<file path="config.mk">
export PLATFORM = sky130hd
export DESIGN_NAME = lrf_timer
export DESIGN_NICKNAME = d
export VERILOG_FILES = /design/src/lrf_pkg.sv /design/src/lrf_timer.sv
export SDC_FILE = /design/constraint.sdc
export NUM_CORES = 1
export LEC_CHECK = 0
export BUFFER_PORTS_ARGS = -buffer_cell sky130_fd_sc_hd__buf_2
export CAP_MARGIN = 40
export CORE_ASPECT_RATIO = 1.4
export CORE_UTILIZATION = 30
export DETAILED_ROUTE_END_ITERATION = 8
export PLACE_DENSITY = 0.48
export RECOVER_POWER = 100
export SLEW_MARGIN = 20
export SYNTH_ARGS = -nofsm -noshare
export SYNTH_HDL_FRONTEND = slang
export SYNTH_SLANG_ARGS = --single-unit
</file>
<file path="constraint.sdc">
create_clock -name clk -period 10.9 [get_ports clk]
set_clock_uncertainty 0.15 [all_clocks]
set_input_delay 2.18 -clock clk [delete_from_list [all_inputs] [get_ports clk]]
set_output_delay 2.18 -clock clk [all_outputs]
set_load 0.05 [all_outputs]
</file>
<file path="src/lrf_pkg.sv">
// Shared types, constants and address decode for the LCD register file.
package lrf_pkg;

	localparam int DOTS_PER_LINE  = 456;
	localparam int DOTS_PER_FRAME = 70224;
	localparam int VBLANK_LINE    = 144;

	localparam int DOT_W   = 9;
	localparam int LINE_W  = 8;
	localparam int FRAME_W = DOT_W + LINE_W + 1;

	localparam int VRAM_DEPTH = 8192;
	localparam int VRAM_AW    = 13;
	localparam int OAM_DEPTH  = 160;
	localparam int OAM_AW     = 8;

	localparam logic [2:0]  VRAM_TOP  = 3'b100;
	localparam logic [7:0]  OAM_PAGE  = 8'hFE;
	localparam logic [7:0]  OAM_LIMIT = 8'(OAM_DEPTH);

	localparam logic [15:0] ADDR_CTRL = 16'hFF40;
	localparam logic [15:0] ADDR_STAT = 16'hFF41;
	localparam logic [15:0] ADDR_SCY  = 16'hFF42;
	localparam logic [15:0] ADDR_SCX  = 16'hFF43;
	localparam logic [15:0] ADDR_LY   = 16'hFF44;
	localparam logic [15:0] ADDR_BGP  = 16'hFF47;
	localparam logic [15:0] ADDR_OBP0 = 16'hFF48;
	localparam logic [15:0] ADDR_OBP1 = 16'hFF49;
	localparam logic [15:0] ADDR_WY   = 16'hFF4A;
	localparam logic [15:0] ADDR_WX   = 16'hFF4B;

	localparam logic [7:0] STATUS_WRITE_MASK = 8'b1111_1100;
	localparam int         ENABLE_BIT        = 7;

	typedef enum logic [1:0] {
		CMD_TICK  = 2'd0,
		CMD_READ  = 2'd1,
		CMD_WRITE = 2'd2,
		CMD_NONE  = 2'd3
	} cmd_t;

	typedef enum logic [3:0] {
		RG_NONE,
		RG_VRAM,
		RG_OAM,
		RG_CTRL,
		RG_STAT,
		RG_SCY,
		RG_SCX,
		RG_LY,
		RG_BGP,
		RG_OBP0,
		RG_OBP1,
		RG_WY,
		RG_WX
	} region_t;

	typedef struct packed {
		logic [1:0]  command;
		logic [15:0] address;
		logic [7:0]  write_data;
	} req_word_t;

	typedef struct packed {
		logic [7:0] read_data;
		logic       bad_access;
		logic [7:0] current_line;
		logic       vblank_pending;
	} rsp_word_t;

	typedef struct packed {
		logic               rd;
		logic               wr;
		logic               oam;
		logic [VRAM_AW-1:0] addr;
		logic [7:0]         wdata;
	} mem_req_t;

	typedef struct packed {
		logic [LINE_W-1:0] line;
		logic              vblank;
	} tmr_state_t;

	function automatic region_t decode(input logic [15:0] a);
		region_t r;
		r = RG_NONE;
		if (a[15:13] == VRAM_TOP) begin
			r = RG_VRAM;
		end else if (a[15:8] == OAM_PAGE && a[7:0] < OAM_LIMIT) begin
			r = RG_OAM;
		end else begin
			unique case (a)
				ADDR_CTRL: r = RG_CTRL;
				ADDR_STAT: r = RG_STAT;
				ADDR_SCY:  r = RG_SCY;
				ADDR_SCX:  r = RG_SCX;
				ADDR_LY:   r = RG_LY;
				ADDR_BGP:  r = RG_BGP;
				ADDR_OBP0: r = RG_OBP0;
				ADDR_OBP1: r = RG_OBP1;
				ADDR_WY:   r = RG_WY;
				ADDR_WX:   r = RG_WX;
				default:   r = RG_NONE;
			endcase
		end
		return r;
	endfunction

endpackage

</file>
<file path="src/lrf_timer.sv">
// Dot and line counters with frame wrap and sticky vblank flag.
module lrf_timer
	import lrf_pkg::*;
(
	input  logic       clk,
	input  logic       arst_n,
	input  logic       tick,
	output tmr_state_t nxt
);

	logic [DOT_W-1:0]  dot_q;
	logic [LINE_W-1:0] line_q;
	logic              vblank_q;
	logic [DOT_W:0]    dot_inc;
	logic [DOT_W-1:0]  dot_a;
	logic [LINE_W-1:0] line_a;
	logic [FRAME_W-1:0] pos;
	logic [DOT_W-1:0]  dot_n;
	logic [LINE_W-1:0] line_n;
	logic              vblank_n;

	always_comb begin
		dot_inc = {1'b0, dot_q} + 1'b1;
		if (dot_inc >= (DOT_W+1)'(DOTS_PER_LINE)) begin
			dot_a  = '0;
			line_a = line_q + 1'b1;
		end else begin
			dot_a  = dot_inc[DOT_W-1:0];
			line_a = line_q;
		end
		pos = FRAME_W'(line_a) * FRAME_W'(DOTS_PER_LINE) + FRAME_W'(dot_a);
		if (pos >= FRAME_W'(DOTS_PER_FRAME)) begin
			dot_a  = '0;
			line_a = '0;
		end
		if (tick) begin
			dot_n    = dot_a;
			line_n   = line_a;
			vblank_n = vblank_q || (line_a == LINE_W'(VBLANK_LINE));
		end else begin
			dot_n    = dot_q;
			line_n   = line_q;
			vblank_n = vblank_q;
		end
	end

	always_ff @(posedge clk or negedge arst_n) begin
		if (!arst_n) begin
			dot_q    <= '0;
			line_q   <= '0;
			vblank_q <= 1'b0;
		end else begin
			dot_q    <= dot_n;
			line_q   <= line_n;
			vblank_q <= vblank_n;
		end
	end

	assign nxt = '{line: line_n, vblank: vblank_n};

endmodule
</file>
After elaboration in Yosys (flattened, before gate mapping) --
Index checks and enable logic that the tools add are counted.
Operators by class: $mul 1, eq/ne operators 1, muxes and demuxes 6, reductions and logical operators 1, order comparisons 2, $add $sub $neg 3
Operators by type and width (number):
- $mux W8 | 3
- $add A17 B9 Y18 | 1
- $ge A18 B17 Y1 const B | 1
- $mux W9 | 2
- $mul A8 B6 Y14 const B | 1
- $add A9 B1 Y10 const B | 1
- $ge A10 B9 Y1 const B | 1
- $add A8 B1 Y8 const B | 1
- $eq A8 B8 Y1 const B | 1
- $logic_or A1 B1 Y1 | 1
- $mux W1 | 1
Storage, ports and cells: output and inout bits 9, input port bits 3, flip-flop bits (word level) 18

Longest topological paths before layout --
Gate-level depths: netlist (run 1).
depth after elaboration 10, mapped depth 29

Least setup slack after synthesis (run 1) --
Ideal clock, no wire load.
path kind register to output, start register dot_q[0], end output nxt[1] (netlist bit), path slack 1827 ps, arrival time 6743 ps, cell stages (with the launch flop) 28, buffers on the path 3, cells stage by stage dfrtp_1 > ha_1 > buf_2 > xnor2_1 > a31o_2 > and4_4 > buf_6 > nor2_1 > nand2_1 > xnor2_1 > inv_1 > xnor2_1 > ha_1 > fa_1 > ha_1 > ha_1 > nor2b_1 > o2111a_1 > o31a_1 > or2_2 > o22a_1 > a2bb2oi_1 > nor4_1 > mux2_2 > a31oi_2 > nand2b_4 > buf_2 > o22ai_1
RTL lines:
- start, declared | line lrf_timer.sv:11 | logic [DOT_W-1:0] dot_q;
- start signal, assigned | line lrf_timer.sv:53 | dot_q <= dot_n;
- end, declared | line lrf_timer.sv:8 | output tmr_state_t nxt

==> impl_metrics.env, run 1 <==
export IMPL_crit_start="dot_q[0]$_DFFE_PN0P_"
export IMPL_hp_class="reg2reg"
export IMPL_path_class="reg2out"
export IMPL_synth_largest_area_cell="dfrtp_1"
export IMPL_finalHoldViolCount=0
export IMPL_routed_via_count=2391
export IMPL_syn_area_per_cell_um2=8.205
export IMPL_max_slew_margin_pct=35.18
export IMPL_path_clk_slew_ps=50
export IMPL_synth_async_reset_ratio_pct=100.0
export IMPL_clk_latency_ps=250
export IMPL_hp_start="vblank_q$_DFF_PN0_"
export IMPL_drt_pass1_iter_count=5
export IMPL_drc=0
export IMPL_grt_pass1_wl_um=11480
export IMPL_rsz0062_at_grt="false"
export IMPL_cap_violations=0
export IMPL_finalSetupViolations=0
export IMPL_synthTopCellsByArea="dfrtp_1 17%, ha_1 17%, xnor2_1 7.4%"
export IMPL_cts_tree="done"
export IMPL_routabilityCongestion=0.9241
export IMPL_cp_arrival_ps=7830
export IMPL_grt_pass1_vias=2400
export IMPL_end_kind="primary output"
export IMPL_grt_usage_pct=15.84
export IMPL_finalCritPeriodShare_pct=93.25
export IMPL_die_h_um=114.4
export IMPL_dp_hpwl_um=5711
export IMPL_synth_edf_count=0
export IMPL_synthCells=330
export IMPL_cts_buffers_inserted=3
export IMPL_post_cts_buffers=0
export IMPL_timing_fmax_ghz=0.09839
export IMPL_postRouteAntennaNets=0
export IMPL_wl_um=6989
export IMPL_synth_top_area_share_pct=16.64
export IMPL_synthTopCellsByCount="36 x ha_1, 32 x inv_1, 26 x nand2_1"
export IMPL_fin_crit_ps=10160
export IMPL_initial_utilization_pct=31.27
export IMPL_yosys_register_bits=18
export IMPL_io_pins=12
export IMPL_fin_tns_setup_ps=0
export IMPL_cts_hold_buf=0
export IMPL_yosysMostFrequentCell="ha_1"
export IMPL_diodes=0
export IMPL_rrSetupSlack_ps=3290
export IMPL_syn_nets=377
export IMPL_reg2reg_from="dot_q[0]$_DFFE_PN0P_"
export IMPL_ys_flop_type="dfrtp_1"
export IMPL_worstPathRequired_ps=8570
export IMPL_antenna_found_initial=0
export IMPL_status="complete, no violations"
export IMPL_portBuffers=11
export IMPL_drive_above_1_share_pct=8.434
export IMPL_std_cell_rows=40
export IMPL_nets=380
export IMPL_cp_common_cell="ha_1"
export IMPL_drt_iter0_drc=94
export IMPL_cp_start_kind="flop"
export IMPL_fill_cells=945
export IMPL_synth_cell_types=61
export IMPL_synth_warnings=0
export IMPL_slew_viol_final=0
export IMPL_overflow=0
export IMPL_clock_path_buffers=2
export IMPL_clock_sinks=18
export IMPL_cts_root_buf="clkbuf_16"
export IMPL_cts_resized_gates=0
export IMPL_ys_seq_area_share_pct=16.64
export IMPL_max_stage_delay_ps=610
export IMPL_wl_per_cell_um=15.99
export IMPL_htreeDepth=1
export IMPL_vias_per_cell=5.471
export IMPL_coreArea_um2=8658
export IMPL_dieArea_um2=9414
export IMPL_worst_pin_slew_ps=972.3
export IMPL_cpMaxStageDelayCell="nor2_1"
export IMPL_grt_max_degree=24
export IMPL_netlist_area_um2=2708
export IMPL_die_w_um=82.29
export IMPL_path_max_fanout=14
export IMPL_synthToLayoutAreaGrowth_pct=7.578
## metrics by stage
stage	hold slack [ps]	cell area, um^2	worst slack (ps)	instances	utilization, %
after floorplan	284.4	2708	1827	330	-
after global placement	334.4	2825	1212	433	32.63
after detailed placement	326.6	2825	1100	433	32.63
after CTS	339.1	2914	785.9	437	33.66
after global routing	380.5	2913	181.4	437	33.64
final	342.5	2913	736.0	437	33.64
## worst paths after layout
| path | end | depth (start not counted) |
|---|---|---|
| worst min-delay path | vblank_q$_DFF_PN0_ | 2 |
| max in group asynchronous | dot_q[1]$_DFFE_PN0P_ | 1 |
| min in group asynchronous | dot_q[5]$_DFFE_PN0P_ | 1 |
| worst min register to register | vblank_q$_DFF_PN0_ | 2 |
| worst max-delay path | nxt[3] | 25 |
| worst max register to register | line_q[3]$_DFF_PN0_ | 24 |
## state kept, by name, indices dropped and copies added, names as in the netlist
signal	cells
dot_q	9
line_q	8
vblank_q	1
## layout make-up
class | count | area, um^2 | share of cell area [%]
inverter | 33 | 123.9 | 4.253
sequential | 18 | 450.4 | 15.46
multi-input combinational | 265 | 2057 | 70.62
tap | 105 | 131.4 | 4.510
clock buffer | 4 | 88.84 | 3.050
timing repair buffer | 12 | 61.31 | 2.105
## per-layer routing
| metal | track usage (%) | vias to the layer above | share of wire [%] |
|---|---|---|---|
| met2 | 30.25 | 49 | 53 |
| met5 | 0 | - | 0 |
| met3 | 1.275 | 14 | 2.3 |
| met1 | 17.34 | 1127 | 41 |
| met4 | 6.199 | 0 | 3.2 |
| li1 | - | 1201 | - |
## cell usage in the layout, fill, tap and decap left out, types with 3 or more instances in the layout
cell type   n
o2111a_1    3
nand2_1    26
o21ai_1     3
nor4_1      4
and2_1      3
nor3_1     11
xor2_1      4
dfrtp_1    18
or3_1       3
a21oi_1    11
o21bai_1    3
o2111ai_1   3
xnor2_1    23
clkbuf_16   3
fa_1        8
o22ai_1     9
inv_1      32
nand2b_1    3
nand4_1     7
nor2_1     21
o31ai_1     3
a21o_1      7
and3_1      5
ha_1       36
o21ai_0    10
o21a_1      3
clkbuf_2    9
a31o_2      3
nand3_1    15
## critical path, delay by kind of cell (launching register included)
family,cells,cell delay (ps)
xor gates and xnor gates,2,570
muxes,1,380
DFF,1,450
buffers and inverters,2,450
and+or+nand+nor,7,2030
adders and majority gates,5,1760
AOI/OAI and AO/OA,8,1920
## cells by family after synthesis
group / after synthesis / synth area share, %
simple gates: 111 / 21.44
compound gates: 80 / 22.09
buf+inv: 47 / 7.394
fa+ha+maj: 44 / 22.55
xor+xnor: 27 / 8.734
flops: 18 / 16.64
mux: 3 / 1.155
Power of run 1 is left out: the tool's default activity adds up to more than one toggle a clock period on the data nets, which glitch-free logic cannot reach.
==> inputs of run 2 (changes only) <==
Settings changed: PLACE_DENSITY 0.48 to 0.41.
==> run 2 against run 1 <==
Maximum frequency increased by 0.65%. Register-to-register slack improved by 70 ps. Final cell count increased by 0.23%. Wire length increased by 1.1%. First-iteration DRC count increased by 20%. Worst setup slack improved by 66 ps. Via count decreased by 1.5%. Hold slack got worse by 15 ps. Largest cell class unchanged.
==> impl_metrics.env, run 2 (synthesis gave the netlist of run 1 again) <==
export IMPL_initial_utilization_pct=31.27
export IMPL_max_slew_margin_pct=29.04
export IMPL_cts_root_buf="clkbuf_16"
export IMPL_worst_pin_slew_ps=1064
export IMPL_finalHoldViolCount=0
export IMPL_cts_resized_gates=0
export IMPL_wl_um=7068
export IMPL_grt_max_degree=24
export IMPL_std_cell_rows=40
export IMPL_rsz0062_at_grt="false"
export IMPL_drive_above_1_share_pct=8.408
export IMPL_fin_tns_setup_ps=0
export IMPL_coreArea_um2=8658
export IMPL_vias_per_cell=5.377
export IMPL_cts_hold_buf=0
export IMPL_diodes=0
export IMPL_clk_latency_ps=260
export IMPL_drt_pass1_iter_count=4
export IMPL_routabilityCongestion=0.7805
export IMPL_portBuffers=11
export IMPL_die_w_um=82.29
export IMPL_post_cts_buffers=0
export IMPL_worstPathRequired_ps=8570
export IMPL_finalSetupViolations=0
export IMPL_final_common_cell="ha_1"
export IMPL_cts_tree="done"
export IMPL_path_clk_slew_ps=60
export IMPL_grt_pass1_wl_um=11870
export IMPL_grt_pass1_vias=2420
export IMPL_wl_per_cell_um=16.14
export IMPL_grt_usage_pct=16.60
export IMPL_reg_top3="dot_q x9, line_q x8, vblank_q x1"
export IMPL_dpl_instance_area_um2=2833
export IMPL_antenna_found_initial=0
export IMPL_post_route_cell_area_um2=2915
export IMPL_dp_hpwl_um=5896
export IMPL_max_stage_delay_ps=630
export IMPL_most_common_layout_cells="36 x ha_1, 32 x inv_1, 26 x nand2_1, 23 x xnor2_1, 21 x nor2_1"
export IMPL_fill_cells=914
export IMPL_timing_fmax_ghz=0.09903
export IMPL_status="complete, no violations"
export IMPL_hp_class="reg2reg"
export IMPL_overflow=0
export IMPL_slew_viol_final=0
export IMPL_hold_slack_ps=327.2
export IMPL_cp_arrival_ps=7770
export IMPL_largest_register_ffs=9
export IMPL_clock_sinks=18
export IMPL_cts_buffers_inserted=3
export IMPL_finalCritPeriodShare_pct=92.64
export IMPL_routed_via_count=2355
export IMPL_path_class="reg2out"
export IMPL_fin_crit_ps=10100
export IMPL_path_cells="nand3_1 > or3_1 > nand4_1 > nand2_1 > nor4_1 > nand3_1 > xnor2_1 > inv_1 > fa_1 > inv_1 > ha_1 > ha_1 > ha_1 > xnor2_1 > nand3_1 > a211oi_1 > a21oi_1 > nor4_1 > mux2_1 > a31oi_2 > nand2b_4 > o22ai_1 > clkbuf_2"
export IMPL_drt_iter0_drc=113
export IMPL_max_flop_register="dot_q"
export IMPL_end_kind="primary output"
export IMPL_postRouteAntennaNets=0
export IMPL_clock_path_buffers=2
export IMPL_dpl_worst_slack_ps=1132
export IMPL_htreeDepth=1
export IMPL_nets=381
export IMPL_cpMaxStageDelayCell="xnor2_1"
export IMPL_synthToLayoutAreaGrowth_pct=7.671
export IMPL_dieArea_um2=9414
export IMPL_post_route_worst_setup_slack_ps=802.1
export IMPL_drc=0
export IMPL_path_max_fanout=14
export IMPL_io_pins=12
export IMPL_die_h_um=114.4
export IMPL_cp_start_kind="flop"
export IMPL_cap_violations=0
[run 2: cell types whose count changed in the layout (fill, tap and decap cells not counted)]
cell / previous run / this run
and2_0: 1 / 0
nand3_1: 15 / 16
nand3_2: 1 / 0
buf_4: 1 / 2
and2_1: 3 / 4
[run 2: worst max-delay path: cells and delay by family, from the launching register on]
family	cells	cell delay (ps)
and+or+nand+nor	9	2630
adders and majority gates	4	1450
xor gates and xnor gates	2	1040
AOI/OAI and AO/OA	4	990
DFF	1	510
buffers and inverters	3	500
muxes	1	380
[run 2: final timing paths]
kind	end	depth (start not counted)	slack (ps)	start
worst max-delay path	nxt[2]	23	800	dot_q[2]$_DFFE_PN0P_
worst min-delay path	vblank_q$_DFF_PN0_	2	330	vblank_q$_DFF_PN0_
worst max register to register	line_q[1]$_DFF_PN0_	22	3360	dot_q[2]$_DFFE_PN0P_
worst min register to register	vblank_q$_DFF_PN0_	2	330	vblank_q$_DFF_PN0_
max in group asynchronous	dot_q[5]$_DFFE_PN0P_	1	8020	arst_n
min in group asynchronous	dot_q[0]$_DFFE_PN0P_	1	1940	arst_n
[run 2: routing by layer]
layer  part of all wire, %  global-route usage, %  wire length (um)
met3                   1.4                 0.8765                98
met4                   2.6                  6.901               181
met2                    54                  31.52              3851
met1                    42                  18.44              2935
met5                     0                      0                 0
[run 2: metrics by stage]
step	cells	util, %
CTS	438	33.74
detailed placement	434	32.72
global placement	434	32.72
floorplan	330	-
finish	438	33.67
global route	438	33.67
[run 2: final cells by class]
type                    instances  area, um^2  share of cell area, %
flip-flops and latches         18       450.4                  15.45
well taps                     105       131.4                  4.506
clock buffers                   4       88.84                  3.047
inverters                      33       123.9                  4.249
repair buffers                 13       68.82                  2.361
multi-input cells             265        2052                  70.39
Power of run 2 is left out for the same reason.
==> inputs of run 3 (changes only) <==
Settings changed: PLACE_DENSITY 0.41 to default, PLACE_DENSITY_LB_ADDON from default to 0.2.
==> run 3 against run 2 <==
Register-to-register slack got worse by 50 ps. Final cell count decreased by 0.23%. Hold slack got worse by 11 ps. Final area about the same. Flip-flop and latch count unchanged. Worst setup slack got worse by 44 ps. Global-route usage decreased by 0.27 points. First-iteration DRC count decreased by 47%. Clock-buffer cell count unchanged.
==> impl_metrics.env, run 3 (synthesis gave the netlist of run 1 again) <==
export IMPL_dieArea_um2=9414
export IMPL_overflow=0
export IMPL_path_clk_slew_ps=50
export IMPL_cts_buffers_inserted=3
export IMPL_dpl_cell_count=433
export IMPL_routabilityCongestion=0.8718
export IMPL_end_kind="primary output"
export IMPL_clock_sinks=18
export IMPL_vias_per_cell=5.581
export IMPL_hp_class="reg2reg"
export IMPL_drc=0
export IMPL_postRouteAntennaNets=0
export IMPL_clk_latency_ps=260
export IMPL_status="complete, no violations"
export IMPL_die_w_um=82.29
export IMPL_synthToLayoutAreaGrowth_pct=7.578
export IMPL_rr_endpoint="line_q[2]$_DFF_PN0_"
export IMPL_wl_per_cell_um=15.93
export IMPL_slew_viol_final=0
export IMPL_hold_slack_ps=316.6
export IMPL_min_path_cells=2
export IMPL_reg2regPathDepth=24
export IMPL_final_util_pct=33.64
export IMPL_grt_pass1_wl_um=11860
export IMPL_die_h_um=114.4
export IMPL_layout_cells_non_filler=437
export IMPL_nets=380
export IMPL_post_cts_buffers=0
export IMPL_worst_pin_slew_ps=1022
export IMPL_rrSetupSlack_ps=3310
export IMPL_fin_tns_setup_ps=0
export IMPL_std_cell_rows=40
export IMPL_max_slew_margin_pct=31.85
export IMPL_drive_above_1_share_pct=8.434
export IMPL_cp_arrival_ps=7810
export IMPL_dp_hpwl_um=5521
export IMPL_final_common_cell="ha_1"
export IMPL_coreArea_um2=8658
export IMPL_cts_root_buf="clkbuf_16"
export IMPL_drt_pass1_iter_count=4
export IMPL_timing_fmax_ghz=0.09860
export IMPL_grt_usage_pct=16.32
export IMPL_hp_start="vblank_q$_DFF_PN0_"
export IMPL_drt_iter0_drc=60
export IMPL_clock_path_buffers=2
export IMPL_grt_pass1_vias=2488
export IMPL_cts_resized_gates=0
export IMPL_path_class="reg2out"
export IMPL_diodes=0
export IMPL_worstPathRequired_ps=8570
export IMPL_grt_max_degree=24
export IMPL_antenna_found_initial=0
export IMPL_portBuffers=11
export IMPL_path_max_fanout=14
export IMPL_rsz0062_at_grt="false"
export IMPL_most_common_layout_cells="36 x ha_1, 32 x inv_1, 26 x nand2_1, 23 x xnor2_1, 21 x nor2_1"
export IMPL_reg_top3="dot_q x9, line_q x8, vblank_q x1"
export IMPL_largest_register_ffs=9
export IMPL_hold_end="vblank_q$_DFF_PN0_"
export IMPL_finalSetupViolations=0
export IMPL_cts_hold_buf=0
export IMPL_reg2reg_from="dot_q[0]$_DFFE_PN0P_"
export IMPL_io_pins=12
export IMPL_max_flop_register="dot_q"
export IMPL_fin_crit_ps=10140
export IMPL_routed_via_count=2439
export IMPL_initial_utilization_pct=31.27
export IMPL_htreeDepth=1
export IMPL_cp_start_kind="flop"
export IMPL_finalHoldViolCount=0
export IMPL_cap_violations=0
export IMPL_finalCritPeriodShare_pct=93.05
export IMPL_wl_um=6960
export IMPL_cts_tree="done"
-- run 3: through the flow --
stage / area (um^2) / worst slack [ps]
after floorplan: 2708 / 1827
after global placement: 2825 / 1158
after detailed placement: 2825 / 1123
after CTS: 2914 / 809.6
after global routing: 2913 / 60.80
final: 2913 / 757.8
-- run 3: per-layer routing --
metal / share of wire [%] / global-route usage (%) / vias to the layer above
met5: 0 / 0 / -
met4: 4.4 / 8.655 / 0
li1: - / - / 1195
met2: 50 / 29.31 / 50
met1: 42 / 18.55 / 1173
met3: 2.8 / 1.355 / 21
-- run 3: worst max-delay path: stages (launching register included) --
cell	delay, ps
dfrtp_1	460
ha_1	370
and2_0	260
a21o_1	190
o2111a_1	270
nand2_1	240
nor4_1	300
nand3_1	210
xnor2_1	630
inv_1	190
fa_1	520
inv_1	50
ha_1	290
ha_1	300
ha_1	350
o2111a_1	170
o31a_1	320
or2_2	320
o22a_1	200
a2bb2oi_1	150
nor4_1	220
mux2_1	370
a31oi_2	380
nand2b_4	330
o22ai_1	160
clkbuf_2	290
-- run 3: worst max path at each step --
stage	from	endpoint	slack, ps	depth (start not counted)
final	dot_q[0]$_DFFE_PN0P_	nxt[3]	760	25
after global routing	dot_q[0]$_DFFE_PN0P_	nxt[3]	60	24
after CTS	dot_q[0]$_DFFE_PN0P_	nxt[3]	810	25
after detailed placement	dot_q[0]$_DFFE_PN0P_	nxt[3]	1120	25
after global placement	dot_q[2]$_DFFE_PN0P_	nxt[3]	1160	24
after floorplan	dot_q[0]$_DFFE_PN0P_	nxt[1]	1830	27
-- run 3: layout make-up --
class,instances,area [um^2]
Tap cell,105,131.4
Sequential cell,18,450.4
Timing Repair Buffer,12,61.31
Fill cell,913,5746
Inverter,33,123.9
Multi-Input combinational cell,265,2057
Clock buffer,4,88.84
Power of run 3 is left out for the same reason.
